--- src/sv/md5_pkg.sv ---
`default_nettype none
package md5_pkg;

    localparam int unsigned CountW = 61;

    localparam logic [31:0] IV_A = 32'h67452301;
    localparam logic [31:0] IV_B = 32'hefcdab89;
    localparam logic [31:0] IV_C = 32'h98badcfe;
    localparam logic [31:0] IV_D = 32'h10325476;

    localparam logic [7:0] PAD_BYTE = 8'h80;

    // zero filling stops at this word, one past the last zeroed: before the length, and before a second block
    localparam logic [4:0] ZERO_LIMIT_LEN = 5'd14;
    localparam logic [4:0] ZERO_LIMIT_END = 5'd16;

    typedef enum logic [2:0] {
        ST_IDLE,
        ST_ROUND,
        ST_FINISH,
        ST_MARK,
        ST_ZERO,
        ST_LEN,
        ST_OUT
    } state_t;

    // where the controller goes once a compression has been folded into the chain
    typedef enum logic [1:0] {
        AFTER_IDLE,
        AFTER_PAD,
        AFTER_SECOND,
        AFTER_OUT
    } after_t;

    typedef struct packed {
        logic byte_wr;
        logic mark_wr;
        logic zero_wr;
        logic len_wr;
        logic zp_load_mark;
        logic zp_clear;
        logic zp_inc;
        logic zero_to_end;
        logic comp_start;
        logic round_en;
        logic chain_add;
        logic msg_clear;
    } cmd_t;

    typedef struct packed {
        logic block_fill;
        logic pos_ge56;
        logic zp_done;
        logic round_last;
    } status_t;

    function automatic logic [31:0] round_k(input logic [5:0] r);
        logic [31:0] k;
        case (r)
            6'd0:  k = 32'hd76aa478;
            6'd1:  k = 32'he8c7b756;
            6'd2:  k = 32'h242070db;
            6'd3:  k = 32'hc1bdceee;
            6'd4:  k = 32'hf57c0faf;
            6'd5:  k = 32'h4787c62a;
            6'd6:  k = 32'ha8304613;
            6'd7:  k = 32'hfd469501;
            6'd8:  k = 32'h698098d8;
            6'd9:  k = 32'h8b44f7af;
            6'd10: k = 32'hffff5bb1;
            6'd11: k = 32'h895cd7be;
            6'd12: k = 32'h6b901122;
            6'd13: k = 32'hfd987193;
            6'd14: k = 32'ha679438e;
            6'd15: k = 32'h49b40821;
            6'd16: k = 32'hf61e2562;
            6'd17: k = 32'hc040b340;
            6'd18: k = 32'h265e5a51;
            6'd19: k = 32'he9b6c7aa;
            6'd20: k = 32'hd62f105d;
            6'd21: k = 32'h02441453;
            6'd22: k = 32'hd8a1e681;
            6'd23: k = 32'he7d3fbc8;
            6'd24: k = 32'h21e1cde6;
            6'd25: k = 32'hc33707d6;
            6'd26: k = 32'hf4d50d87;
            6'd27: k = 32'h455a14ed;
            6'd28: k = 32'ha9e3e905;
            6'd29: k = 32'hfcefa3f8;
            6'd30: k = 32'h676f02d9;
            6'd31: k = 32'h8d2a4c8a;
            6'd32: k = 32'hfffa3942;
            6'd33: k = 32'h8771f681;
            6'd34: k = 32'h6d9d6122;
            6'd35: k = 32'hfde5380c;
            6'd36: k = 32'ha4beea44;
            6'd37: k = 32'h4bdecfa9;
            6'd38: k = 32'hf6bb4b60;
            6'd39: k = 32'hbebfbc70;
            6'd40: k = 32'h289b7ec6;
            6'd41: k = 32'heaa127fa;
            6'd42: k = 32'hd4ef3085;
            6'd43: k = 32'h04881d05;
            6'd44: k = 32'hd9d4d039;
            6'd45: k = 32'he6db99e5;
            6'd46: k = 32'h1fa27cf8;
            6'd47: k = 32'hc4ac5665;
            6'd48: k = 32'hf4292244;
            6'd49: k = 32'h432aff97;
            6'd50: k = 32'hab9423a7;
            6'd51: k = 32'hfc93a039;
            6'd52: k = 32'h655b59c3;
            6'd53: k = 32'h8f0ccc92;
            6'd54: k = 32'hffeff47d;
            6'd55: k = 32'h85845dd1;
            6'd56: k = 32'h6fa87e4f;
            6'd57: k = 32'hfe2ce6e0;
            6'd58: k = 32'ha3014314;
            6'd59: k = 32'h4e0811a1;
            6'd60: k = 32'hf7537e82;
            6'd61: k = 32'hbd3af235;
            6'd62: k = 32'h2ad7d2bb;
            6'd63: k = 32'heb86d391;
            default: k = 32'h0;
        endcase
        return k;
    endfunction

    function automatic logic [4:0] rot_amt(input logic [5:0] r);
        logic [4:0] s;
        case ({r[5:4], r[1:0]})
            4'b0000: s = 5'd7;
            4'b0001: s = 5'd12;
            4'b0010: s = 5'd17;
            4'b0011: s = 5'd22;
            4'b0100: s = 5'd5;
            4'b0101: s = 5'd9;
            4'b0110: s = 5'd14;
            4'b0111: s = 5'd20;
            4'b1000: s = 5'd4;
            4'b1001: s = 5'd11;
            4'b1010: s = 5'd16;
            4'b1011: s = 5'd23;
            4'b1100: s = 5'd6;
            4'b1101: s = 5'd10;
            4'b1110: s = 5'd15;
            4'b1111: s = 5'd21;
            default: s = 5'd0;
        endcase
        return s;
    endfunction

    // message word used by a round, arithmetic mod 16
    function automatic logic [3:0] msg_index(input logic [5:0] r);
        logic [3:0] i;
        logic [3:0] g;
        i = r[3:0];
        case (r[5:4])
            2'd0:    g = i;
            2'd1:    g = i * 4'd5 + 4'd1;
            2'd2:    g = i * 4'd3 + 4'd5;
            2'd3:    g = i * 4'd7;
            default: g = i;
        endcase
        return g;
    endfunction

    function automatic logic [31:0] swap_bytes(input logic [31:0] x);
        return {x[7:0], x[15:8], x[23:16], x[31:24]};
    endfunction

endpackage
`default_nettype wire

--- src/sv/md5_message_digest_core.sv ---
`default_nettype none
// channel   dir   signals                          request
// s_axis    in    tvalid tready tdata tuser tlast  one message byte or end mark
// m_axis    out   tvalid tready tdata              one 128-bit digest
//
// A plain byte is written into the block buffer. A byte that fills a block starts a compression
// (load, 64 rounds, chain update). End mark: the pad byte, then zero words one by one up to word
// 13, a check that they are done, the length and compression, and a load of the output register;
// a pad at byte 56 or later first zeros up to word 15 and compresses that block.
// Reset clears the control state and the chain; the block buffer is not cleared.
// A digest waits in the output register; the next digest then holds the input off until taken.
module md5_message_digest_core (
    input  wire logic         clk,
    input  wire logic         rst_n,
    input  wire logic         s_axis_tvalid,
    output logic              s_axis_tready,
    input  wire logic [7:0]   s_axis_tdata,   // [7:0] data_byte
    input  wire logic         s_axis_tuser,   // [0] byte_present
    input  wire logic         s_axis_tlast,   // end_of_message
    output logic              m_axis_tvalid,
    input  wire logic         m_axis_tready,
    output logic [127:0]      m_axis_tdata    // [31:0] digest_word0, [63:32] digest_word1,
                                              // [95:64] digest_word2, [127:96] digest_word3
);

    md5_pkg::cmd_t    cmd;
    md5_pkg::status_t sts;
    logic             out_load;
    logic             out_free;
    logic [127:0]     digest;
    logic             out_valid_reg, out_valid_next;
    logic [127:0]     out_data_reg;

    assign out_free = !out_valid_reg || m_axis_tready;

    md5_ctrl u_ctrl (
        .clk        (clk),
        .rst_n      (rst_n),
        .in_valid   (s_axis_tvalid),
        .in_present (s_axis_tuser),
        .in_last    (s_axis_tlast),
        .out_free   (out_free),
        .sts        (sts),
        .in_ready   (s_axis_tready),
        .out_load   (out_load),
        .cmd        (cmd)
    );

    md5_datapath u_datapath (
        .clk     (clk),
        .rst_n   (rst_n),
        .in_byte (s_axis_tdata),
        .cmd     (cmd),
        .sts     (sts),
        .digest  (digest)
    );

    always_comb
    begin
        out_valid_next = out_valid_reg;
        if (out_load)
            out_valid_next = 1'b1;
        else if (m_axis_tready)
            out_valid_next = 1'b0;
    end

    always_ff @(posedge clk or negedge rst_n)
    begin
        if (!rst_n)
            out_valid_reg <= 1'b0;
        else
            out_valid_reg <= out_valid_next;
    end

    always_ff @(posedge clk)
    begin
        if (out_load)
            out_data_reg <= digest;
    end

    assign m_axis_tvalid = out_valid_reg;
    assign m_axis_tdata  = out_data_reg;

endmodule
`default_nettype wire

--- src/sv/md5_ctrl.sv ---
`default_nettype none
module md5_ctrl (
    input  wire logic             clk,
    input  wire logic             rst_n,
    input  wire logic             in_valid,
    input  wire logic             in_present,
    input  wire logic             in_last,
    input  wire logic             out_free,
    input  wire md5_pkg::status_t sts,
    output logic                  in_ready,
    output logic                  out_load,
    output md5_pkg::cmd_t         cmd
);

    md5_pkg::state_t state_reg, state_next;
    md5_pkg::after_t after_reg, after_next;
    logic            two_blk_reg, two_blk_next;

    always_ff @(posedge clk or negedge rst_n)
    begin
        if (!rst_n)
        begin
            state_reg   <= md5_pkg::ST_IDLE;
            after_reg   <= md5_pkg::AFTER_IDLE;
            two_blk_reg <= 1'b0;
        end
        else
        begin
            state_reg   <= state_next;
            after_reg   <= after_next;
            two_blk_reg <= two_blk_next;
        end
    end

    always_comb
    begin
        state_next      = state_reg;
        after_next      = after_reg;
        two_blk_next    = two_blk_reg;
        in_ready        = 1'b0;
        out_load        = 1'b0;
        cmd             = '0;
        cmd.zero_to_end = two_blk_reg;
        case (state_reg)
            md5_pkg::ST_IDLE:
            begin
                in_ready = 1'b1;
                if (in_valid)
                begin
                    cmd.byte_wr = in_present;
                    if (in_present && sts.block_fill)
                    begin
                        cmd.comp_start = 1'b1;
                        after_next = in_last ? md5_pkg::AFTER_PAD : md5_pkg::AFTER_IDLE;
                        state_next = md5_pkg::ST_ROUND;
                    end
                    else if (in_last)
                    begin
                        state_next = md5_pkg::ST_MARK;
                    end
                end
            end
            md5_pkg::ST_ROUND:
            begin
                cmd.round_en = 1'b1;
                if (sts.round_last)
                begin
                    state_next = md5_pkg::ST_FINISH;
                end
            end
            md5_pkg::ST_FINISH:
            begin
                cmd.chain_add = 1'b1;
                case (after_reg)
                    md5_pkg::AFTER_IDLE:   state_next = md5_pkg::ST_IDLE;
                    md5_pkg::AFTER_PAD:    state_next = md5_pkg::ST_MARK;
                    md5_pkg::AFTER_SECOND:
                    begin
                        cmd.zp_clear = 1'b1;
                        two_blk_next = 1'b0;
                        state_next   = md5_pkg::ST_ZERO;
                    end
                    md5_pkg::AFTER_OUT:    state_next = md5_pkg::ST_OUT;
                    default:               state_next = md5_pkg::ST_IDLE;
                endcase
            end
            md5_pkg::ST_MARK:
            begin
                cmd.mark_wr      = 1'b1;
                cmd.zp_load_mark = 1'b1;
                two_blk_next     = sts.pos_ge56;
                state_next       = md5_pkg::ST_ZERO;
            end
            md5_pkg::ST_ZERO:
            begin
                if (sts.zp_done)
                begin
                    if (two_blk_reg)
                    begin
                        // no room for the length: close this block first
                        cmd.comp_start = 1'b1;
                        after_next     = md5_pkg::AFTER_SECOND;
                        state_next     = md5_pkg::ST_ROUND;
                    end
                    else
                    begin
                        state_next = md5_pkg::ST_LEN;
                    end
                end
                else
                begin
                    cmd.zero_wr = 1'b1;
                    cmd.zp_inc  = 1'b1;
                end
            end
            md5_pkg::ST_LEN:
            begin
                cmd.len_wr     = 1'b1;
                cmd.comp_start = 1'b1;
                after_next     = md5_pkg::AFTER_OUT;
                state_next     = md5_pkg::ST_ROUND;
            end
            md5_pkg::ST_OUT:
            begin
                if (out_free)
                begin
                    out_load      = 1'b1;
                    cmd.msg_clear = 1'b1;
                    state_next    = md5_pkg::ST_IDLE;
                end
            end
            default:
            begin
                state_next = md5_pkg::ST_IDLE;
            end
        endcase
    end

endmodule
`default_nettype wire

--- src/sv/md5_datapath.sv ---
`default_nettype none
module md5_datapath (
    input  wire logic              clk,
    input  wire logic              rst_n,
    input  wire logic [7:0]        in_byte,
    input  wire md5_pkg::cmd_t     cmd,
    output md5_pkg::status_t       sts,
    output logic [127:0]           digest
);

    logic [31:0] block_words_reg [16];

    logic [31:0] chain_a_reg, chain_b_reg, chain_c_reg, chain_d_reg;
    logic [31:0] chain_a_next, chain_b_next, chain_c_next, chain_d_next;
    logic [31:0] ra_reg, rb_reg, rc_reg, rd_reg;
    logic [31:0] ra_next, rb_next, rc_next, rd_next;
    logic [5:0]  rnd_reg, rnd_next;
    logic [md5_pkg::CountW-1:0] count_reg, count_next;
    logic [4:0]  zp_reg, zp_next;

    logic [5:0]  pos;
    logic [3:0]  pos_word;
    logic [1:0]  pos_lane;
    logic [31:0] mark_word;
    logic [63:0] bit_len;
    logic [31:0] f_val;
    logic [31:0] m_val;
    logic [31:0] sum;
    logic [63:0] rot_dbl;
    logic [31:0] new_b;

    assign pos      = count_reg[5:0];
    assign pos_word = pos[5:2];
    assign pos_lane = pos[1:0];
    assign bit_len  = {count_reg, 3'b000};

    // bytes below the end stay, the pad byte goes at the end, zeros above
    always_comb
    begin
        for (int k = 0; k < 4; k++)
        begin
            if (2'(k) < pos_lane)
                mark_word[8*k +: 8] = block_words_reg[pos_word][8*k +: 8];
            else if (2'(k) == pos_lane)
                mark_word[8*k +: 8] = md5_pkg::PAD_BYTE;
            else
                mark_word[8*k +: 8] = 8'h00;
        end
    end

    always_ff @(posedge clk)
    begin
        if (cmd.byte_wr)
            block_words_reg[pos_word][8*pos_lane +: 8] <= in_byte;
        else if (cmd.mark_wr)
            block_words_reg[pos_word] <= mark_word;
        else if (cmd.zero_wr)
            block_words_reg[zp_reg[3:0]] <= 32'h0;
        else if (cmd.len_wr)
        begin
            block_words_reg[14] <= bit_len[31:0];
            block_words_reg[15] <= bit_len[63:32];
        end
    end

    // one MD5 round
    always_comb
    begin
        case (rnd_reg[5:4])
            2'd0:    f_val = (rb_reg & rc_reg) | (~rb_reg & rd_reg);
            2'd1:    f_val = (rb_reg & rd_reg) | (rc_reg & ~rd_reg);
            2'd2:    f_val = rb_reg ^ rc_reg ^ rd_reg;
            2'd3:    f_val = rc_reg ^ (rb_reg | ~rd_reg);
            default: f_val = 32'h0;
        endcase
        m_val   = block_words_reg[md5_pkg::msg_index(rnd_reg)];
        sum     = f_val + ra_reg + md5_pkg::round_k(rnd_reg) + m_val;
        rot_dbl = {sum, sum} << md5_pkg::rot_amt(rnd_reg);
        new_b   = rb_reg + rot_dbl[63:32];
    end

    always_comb
    begin
        ra_next = ra_reg;
        rb_next = rb_reg;
        rc_next = rc_reg;
        rd_next = rd_reg;
        if (cmd.comp_start)
        begin
            ra_next = chain_a_reg;
            rb_next = chain_b_reg;
            rc_next = chain_c_reg;
            rd_next = chain_d_reg;
        end
        else if (cmd.round_en)
        begin
            ra_next = rd_reg;
            rd_next = rc_reg;
            rc_next = rb_reg;
            rb_next = new_b;
        end
    end

    always_comb
    begin
        chain_a_next = chain_a_reg;
        chain_b_next = chain_b_reg;
        chain_c_next = chain_c_reg;
        chain_d_next = chain_d_reg;
        if (cmd.msg_clear)
        begin
            chain_a_next = md5_pkg::IV_A;
            chain_b_next = md5_pkg::IV_B;
            chain_c_next = md5_pkg::IV_C;
            chain_d_next = md5_pkg::IV_D;
        end
        else if (cmd.chain_add)
        begin
            chain_a_next = chain_a_reg + ra_reg;
            chain_b_next = chain_b_reg + rb_reg;
            chain_c_next = chain_c_reg + rc_reg;
            chain_d_next = chain_d_reg + rd_reg;
        end
    end

    always_comb
    begin
        rnd_next = rnd_reg;
        if (cmd.comp_start)
            rnd_next = 6'd0;
        else if (cmd.round_en)
            rnd_next = rnd_reg + 6'd1;

        count_next = count_reg;
        if (cmd.msg_clear)
            count_next = '0;
        else if (cmd.byte_wr)
            count_next = count_reg + md5_pkg::CountW'(1);

        zp_next = zp_reg;
        if (cmd.zp_load_mark)
            zp_next = {1'b0, pos_word} + 5'd1;
        else if (cmd.zp_clear)
            zp_next = 5'd0;
        else if (cmd.zp_inc)
            zp_next = zp_reg + 5'd1;
    end

    always_ff @(posedge clk or negedge rst_n)
    begin
        if (!rst_n)
        begin
            chain_a_reg <= md5_pkg::IV_A;
            chain_b_reg <= md5_pkg::IV_B;
            chain_c_reg <= md5_pkg::IV_C;
            chain_d_reg <= md5_pkg::IV_D;
            rnd_reg     <= 6'd0;
            count_reg   <= '0;
            zp_reg      <= 5'd0;
        end
        else
        begin
            chain_a_reg <= chain_a_next;
            chain_b_reg <= chain_b_next;
            chain_c_reg <= chain_c_next;
            chain_d_reg <= chain_d_next;
            rnd_reg     <= rnd_next;
            count_reg   <= count_next;
            zp_reg      <= zp_next;
        end
    end

    always_ff @(posedge clk)
    begin
        ra_reg <= ra_next;
        rb_reg <= rb_next;
        rc_reg <= rc_next;
        rd_reg <= rd_next;
    end

    assign sts.block_fill = (pos == 6'd63);
    assign sts.pos_ge56   = (pos[5:3] == 3'b111);
    assign sts.zp_done    = cmd.zero_to_end ? (zp_reg == md5_pkg::ZERO_LIMIT_END)
                                            : (zp_reg == md5_pkg::ZERO_LIMIT_LEN);
    assign sts.round_last = (rnd_reg == 6'd63);

    assign digest = {md5_pkg::swap_bytes(chain_d_reg), md5_pkg::swap_bytes(chain_c_reg),
                     md5_pkg::swap_bytes(chain_b_reg), md5_pkg::swap_bytes(chain_a_reg)};

endmodule
`default_nettype wire
--- config.mk ---
export PLATFORM = sky130hd
export DESIGN_NAME = md5_message_digest_core
export DESIGN_NICKNAME = d
export VERILOG_FILES = /design/src/sv/md5_pkg.sv /design/src/sv/md5_message_digest_core.sv /design/src/sv/md5_ctrl.sv /design/src/sv/md5_datapath.sv
export SDC_FILE = /design/constraint.sdc
export NUM_CORES = 2
export LEC_CHECK = 0
export BUFFER_PORTS_ARGS = -buffer_cell sky130_fd_sc_hd__buf_2
export CAP_MARGIN = 30
export CORE_MARGIN = 3
export CORE_UTILIZATION = 40
export DETAILED_ROUTE_END_ITERATION = 6
export SYNTH_ARGS = -nofsm -noshare
export SYNTH_HDL_FRONTEND = slang
export SYNTH_SLANG_ARGS = --single-unit
--- constraint.sdc ---
create_clock -name clk -period 12.3 [get_ports clk]
set_clock_uncertainty 0.15 [all_clocks]
set_input_delay 0.615 -clock clk [delete_from_list [all_inputs] [get_ports clk]]
set_output_delay 0.615 -clock clk [all_outputs]
set_load 0.02 [all_outputs]
# After elaboration in Yosys (flattened, before gate mapping)
# Memories as Yosys holds them, arrays and structs flattened.
# Index checks and enable logic that the tools add are counted.
[classes] n_mux=123 n_lt_le_gt_ge=4 n_mul=3 n_bitwise=44 reduce_logical=23 n_addsub=15 n_eq_ne=32 shift=3
[op_table] cell="$mux 32" count=21
[op_table] cell="$add 32x32->32" count=8
[op_table] cell="$and 32x32->32" count=4
[op_table] cell="$pmux 32 s4" count=1
[op_table] cell="$mux 61" count=2
[op_table] cell="$or 32x32->32" count=3
[op_table] cell="$xor 32x32->32" count=3
[op_table] cell="$mux 1" count=67
[op_table] cell="$mux 8" count=8
[op_table] cell="$not 32->32" count=2
[op_table] cell="$reduce_or 32->1" count=2
[op_table] cell="$shl 64x5->64" count=1
[op_table] cell="$add 61x1->61 const B" count=1
[op_table] cell="$neg 5->34" count=1
[op_table] cell="$shift 8x34->32 const A" count=1
[op_table] cell="$shiftx 8x34->32" count=1
[op_table] cell="$or 1x1->1" count=32
[op_table] cell="$mux 3" count=7
[op_table] cell="$pmux 3 s7" count=1
[op_table] cell="$pmux 4 s4" count=1
[op_table] cell="$mux 5" count=3
[op_table] cell="$eq 3x3->1 const B" count=4
[op_table] cell="$eq 6x6->1 const B" count=2
[op_table] cell="$mux 6" count=2
[op_table] cell="36 further kinds" count=69
[totals] out_inout_bits=130 ramBits=512 inputBits=14 register_bits=463 romBits=2128 memories=3 word_cells=266
[memory_table] memory="(name not given)" depth=64 word_bits=32 read_ports=1 rd_ports_with_merged_regs=0 write_ports=0 line_no="md5_pkg.sv:59" source="case (r)"
[memory_table] memory="u_datapath.block_words_reg" depth=16 word_bits=32 read_ports=1 rd_ports_with_merged_regs=0 write_ports=2 line_no="md5_datapath.sv:11" source="logic [31:0] block_words_reg [16];"
[memory_table] memory="(name not given)" depth=16 word_bits=5 read_ports=1 rd_ports_with_merged_regs=0 write_ports=0 line_no="md5_pkg.sv:131" source="case ({r[5:4], r[1:0]})"

# Longest topological paths before layout
[logic_depth] depth_word=11 mapped_depth=48 depth_no_buf=43

# Cells and area by module
# From an unflattened synthesis, not the netlist that was laid out.
[hier_totals] hier_cells=5057 hier_area_um2=57406.3
[modules_own_cells] mod="md5_datapath" cells_each=4868 seq_area_each_um2=24273.3 area_each_um2=53025.9 instances=1
[modules_own_cells] mod="md5_message_digest_core" cells_each=131 seq_area_each_um2=3868.7 area_each_um2=3891.2 instances=1
[modules_own_cells] mod="md5_ctrl" cells_each=58 seq_area_each_um2=150.1 area_each_um2=489.2 instances=1

# Worst setup path after synthesis
# OpenSTA, ideal clock, no wires.
[synth_path] path_kind="register -> register" startpoint="reg u_datapath.rnd_reg[1]" endpoint="reg u_datapath.rb_reg[30], data pin" setup_time_ns=0.268 t_required_ns=11.882 synth_period_minus_slack_ns=12.180 setup_slack_ns=0.120 arrival_ns=11.761 path_buffers=6 path_stages_with_launch=48 cell_sequence="dfrtp_1 > clkbuf_1 > inv_1 > clkbuf_1 > ha_1 > clkbuf_1 > inv_1 > fa_1 > xnor3_1 > nand2_1 > o31ai_1 > nor3_1 > clkbuf_1 > clkbuf_1 > clkbuf_1 > mux2i_1 > a21oi_1 > fa_1 > [... 12 more ...] > mux4_2 > a211oi_1 > a21oi_1 > mux2_2 > ha_1 > fa_1 > a21oi_1 > o21bai_1 > a2111oi_0 > nor2_1 > nor4b_1 > o31ai_1 > a221oi_1 > a211oi_1 > a211oi_1 > a211oi_1 > xnor2_1 > o21ai_0"
[synth_between] elab_chain_len=9 word_cells_on_any_way=15 classes_between="5 x add/sub; 3 x mul; 1 x shift; 3 x mux; 3 x memory"
[synth_lines] item="start: declaration" line_no="md5_datapath.sv:17" source="logic [5:0] rnd_reg, rnd_next;"
[synth_lines] item="start signal: assignment" line_no="md5_datapath.sv:167" source="rnd_reg <= rnd_next;"
[synth_lines] item="$mul 4x2->4 / $mul 4x3->4 (equally long branches)" line_no="md5_pkg.sv:161, md5_pkg.sv:160"
[synth_lines] item="$add 4x3->4 / $add 4x1->4 (equally long branches)" line_no="md5_pkg.sv:161, md5_pkg.sv:160"
[synth_lines] item="$pmux 4 s4" line_no="md5_pkg.sv:158" source="case (r[5:4])"
[synth_lines] item="$mem_v2 16x32"
[synth_lines] item="$add 32x32->32" line_no="md5_datapath.sv:77" source="sum = f_val + ra_reg + md5_pkg::round_k(rnd_reg) + m_val;"
[synth_lines] item="$shl 64x5->64 *" line_no="md5_datapath.sv:78" source="rot_dbl = {sum, sum} << md5_pkg::rot_amt(rnd_reg);"
[synth_lines] item="$add 32x32->32 *" line_no="md5_datapath.sv:79" source="new_b = rb_reg + rot_dbl[63:32];"
[synth_lines] item="$mux 32 *" line_no="md5_datapath.sv:95" source="else if (cmd.round_en)"
[synth_lines] item="$mux 32 *" line_no="md5_datapath.sv:88" source="if (cmd.comp_start)"
[synth_lines] item="named net u_datapath.rb_next[30]" line_no="md5_datapath.sv:16" source="logic [31:0] ra_next, rb_next, rc_next, rd_next;"
[synth_lines] item="end signal: assignment" line_no="md5_datapath.sv:176" source="rb_reg <= rb_next;"
[synth_lines] item="end: declaration" line_no="md5_datapath.sv:15" source="logic [31:0] ra_reg, rb_reg, rc_reg, rd_reg;"
# Mark *: on every way through the listed nets, which the timed path passes. The rest lies on a longest branch. The select of a mux whose other input is x is not followed.
# A chain may end at the register's enable or synchronous reset.

# Final worst setup path
[layout_path] startpoint="reg u_datapath.rnd_reg[0]" endpoint="reg u_datapath.rb_reg[30], data pin"
# Same word-level chain as after synthesis.

==> results.md <==
- The run finished with clean final reports.
- The via density per instance is 5.80.
- The tree built by TritonCTS fans out to 975 sinks.
- The number of vias in the routed layout is 42275.
- The endpoint identified for the worst register-to-register timing path is u_datapath.rb_reg[30].
- For this run, the detailed router's first-pass iteration total came to 7.
- The via count of the first global-routing pass is 40476.
- The worst hold path terminates at u_ctrl.after_reg[0].
- The register with the most flip-flops in the layout has 512 of them.
- Fill cells in the final layout number 12971.
- By instance count, the leading cell after synthesis is sky130_fd_sc_hd__edfxtp_1.
- The initial antenna violation count is 2.
- The arrival time at the worst endpoint is 11.76 ns.
- Measured against its own limit, the worst slew margin works out to 0.312.
- The worst setup path is of the reg2reg kind.
- The initial utilization of the core area, before any placement, comes to 0.404.
- The first global-routing pass estimated 266000 µm of wire.
- The standard-cell row count is 137.
- For this design, the slowest cell found on the critical path is sky130_fd_sc_hd__fa_1.
- The floorplan die height is 382 µm.
- The largest net degree at the start of global routing is 154.
- The leakage power figure is 0.0227 µW.
- The final count of pins violating max slew is 0.
- The die covers 146000 µm².
- The TritonCTS clock tree is yes.
- The area added between synthesis and finish is 11.7%.
- The net total in the final layout is 5633.
- The final-report hold violation count is 0.
- The cell area that synthesis handed to floorplanning was 56600 µm².
- The cell repeated most along the worst path is sky130_fd_sc_hd__a211oi_1.
- The sequential-to-total area share from yosys stat is 0.500.
- The tree is rooted in a sky130_fd_sc_hd__clkbuf_16.
- The count of flip-flops with a built-in enable after synthesis is 765.
- The synthesized instance count is 5244.
- The number of violations reported at the end of detailed-routing iteration 0 is 3894.
- The worst register-to-register path begins at u_datapath.rnd_reg[0].
- Setup violations remaining at the end of the flow were counted as 0.
- The post-route setup TNS is 0 ns.
- The remaining global-route overflow is 0.
- Setup repair after global routing left no endpoint under its margin.
- In the finished design, the share of the clock period the worst path needs comes to 0.931.
- The congestion estimate from routability-driven global placement came to 0.983.
- Across all register-to-register paths, the minimum setup slack is 0.84 ns.
- Among all flip-flop cells after synthesis, the most frequent one is sky130_fd_sc_hd__edfxtp_1.
- The worst register-to-register path has a depth of 45.
- Measured on the finished design, the core utilization comes to 0.452.
- The launch instance of the worst min-delay path is s_axis_tlast.
- Ranked by total cell area, the synthesized netlist is headed by sky130_fd_sc_hd__edfxtp_1 41%, sky130_fd_sc_hd__dfrtp_1 6.3%, sky130_fd_sc_hd__mux4_2 5.5%, sky130_fd_sc_hd__ha_1 5.0%, sky130_fd_sc_hd__nand2_1 4.9%.
- The proportion of netlist area held by the largest area contributor is 0.406.
- The horizontal die dimension is 382 µm.
- The delay of the slowest critical-path stage is 0.60 ns.
- Clock-pin slew was measured on the worst setup and hold paths at 0.06 ns.
- The max-capacitance violation count is 0.
- The worst setup path is launched from a register.
- For the worst-skew pair, the clock arrives at the later sink with an insertion delay of 0.76 ns.
- Derived from the worst setup path, the maximum achievable clock frequency is 0.0873 GHz.
- In the final layout, the share of cells above drive strength 1 is 0.132.
- The clock buffer count from CTS is 103.
- The core area is 140000 µm².
- Of all flip-flops after synthesis, the portion carrying an async set or reset was 0.212.
- The synthesized design spends more area on one cell type than any other, namely sky130_fd_sc_hd__edfxtp_1.
- The peak ir drop on the vdd network is 0.000136 V.
- In this run the remaining antenna-violating nets after routing total 0.
- Port buffering added 143 buffers.
- The combined global-route utilization of all metal layers is 0.240.
- The H-tree depth is 3.
- By count the netlist is led by 765 x sky130_fd_sc_hd__edfxtp_1, 742 x sky130_fd_sc_hd__nand2_1, 393 x sky130_fd_sc_hd__nor2_1, 360 x sky130_fd_sc_hd__a21oi_1, 355 x sky130_fd_sc_hd__o21ai_0.
- The worst hold-check slack is 0.155 ns.
- For the pin with the worst max-slew slack, the measured transition is 1.03 ns.
- The HPWL after detailed placement is 132000 µm.
- The clock period minus final worst setup slack is 11.46 ns.
- The class of the tightest hold or removal check is in2reg.
- No sink is reached through more buffers than the 3 on the longest clock path.
- In the routed design, unresolved DRC markers number 0.
- The number of warning messages in the yosys log is 0.
- The power density relative to cell area is 108 nW/µm².
- The number of stages on the worst hold path is 3.
- The number of flip-flops and latches in the synthesized netlist is 975.
- The post-synthesis average cell area is 10.8 µm².
- The critical path capture point type is a register.
- The number of nets in the synthesized netlist is 5556.
- The count of unique library cells instantiated by Yosys is 94.
- 144 I/O pins were placed.
- Of all nets on the critical path, the largest fanout is 23.
- Dividing the detail-routed wire length by the instance count gives 24.6 µm.
- For the worst setup path, the data required time is 12.60 ns.
- For this block, the routed nets add up to 179000 µm of wire.
## per-layer routing
metal	vias to the layer above	wire length, µm	GRT usage
li1	19382	-	-
met1	20987	75500	0.321
met2	1564	85300	0.396
met3	342	11000	0.0354
met4	0	7400	0.0929
met5	-	0	0
## layout make-up
class,instances,area [µm²],share of cell area
clock inverter,71,881,0.0139
sequential,975,28300,0.447
timing repair buffer,252,1650,0.0261
inverter,231,880,0.0139
tap,1876,2350,0.0371
multi-input combinational,3758,26500,0.419
clock buffer,121,2700,0.0426
antenna,1,2.50,0.0000396
## logic make-up after synthesis
kind of cell             after synthesis  share of synthesized area
buffers and inverters                511                     0.0344
AO/OA/AOI/OAI                       1272                      0.140
adder cells (fa/ha/maj)              298                     0.0752
XOR/XNOR                             245                     0.0389
flip-flops                           975                      0.500
multiplexers                         281                     0.0810
AND/OR/NAND/NOR                     1662                      0.131
## metrics by stage
step	total power, µW	cell area [µm²]	setup WS, ns	std cells
after global routing	7030	63300	0.0611	7284
after CTS	6900	63200	0.522	7280
after floorplan	3600	56600	0.120	5244
after global placement	3630	59500	0.811	7074
final	6840	63300	0.843	7285
after detailed placement	3630	59600	0.595	7087
## layout by cell type, fill, tap and decap left out, types with 104 or more instances in the layout
cell type                   Yosys  routed
sky130_fd_sc_hd__dfrtp_1      143     139
sky130_fd_sc_hd__edfxtp_1     765     765
sky130_fd_sc_hd__xnor2_1      131     129
sky130_fd_sc_hd__inv_1        229     228
sky130_fd_sc_hd__nor2_1       393     391
sky130_fd_sc_hd__o21ai_0      355     353
sky130_fd_sc_hd__buf_2         13     147
sky130_fd_sc_hd__nand2_1      742     741
sky130_fd_sc_hd__a21oi_1      360     360
sky130_fd_sc_hd__nand3_1      122     121
sky130_fd_sc_hd__xor2_1       110     110
sky130_fd_sc_hd__clkbuf_16      0     104
sky130_fd_sc_hd__mux2i_1      107     107
sky130_fd_sc_hd__mux4_2       138     138
sky130_fd_sc_hd__ha_1         227     227
## critical path, delay by kind of cell (launching register included)
| family | cells | cell delay, ns |
|---|---|---|
| AOI/OAI and AO/OA | 19 | 4.27 |
| and+or+nand+nor | 7 | 1.23 |
| buffers and inverters | 6 | 0.73 |
| adders and majority gates | 8 | 3.14 |
| xor gates and xnor gates | 3 | 0.45 |
| muxes | 2 | 0.82 |
| DFF | 1 | 0.36 |
## timing repair
item / 4_1_cts / 5_1_grt
endpoints found under the hold margin: 32 / 0
hold buffers: 1 / 0
setup buffers: 0 / 2
gates resized for setup: 0 / 6
endpoints found under the setup margin: 0 / 3
## power by group
part	internal, µW	total (µW)	switching [µW]
clock	1880	3280	1400
sequential	3520	3520	0.00000000000000714
combinational	4.30	37.9	33.6
total	5410	6840	1430
## how the worst max path moves through the flow
stage / startpoint / end / cells after the start
after detailed placement: u_datapath.rnd_reg[1] / u_datapath.rb_reg[30] / 45
final: u_datapath.rnd_reg[0] / u_datapath.rb_reg[30] / 45
after floorplan: u_datapath.rnd_reg[1] / u_datapath.rb_reg[30] / 47
after global placement: u_datapath.rnd_reg[1] / u_datapath.rb_reg[30] / 45
after global routing: u_datapath.rnd_reg[0] / u_datapath.rb_reg[30] / 45
after CTS: u_datapath.rnd_reg[1] / u_datapath.rb_reg[30] / 45
Power figures use the tool's default switching activity.
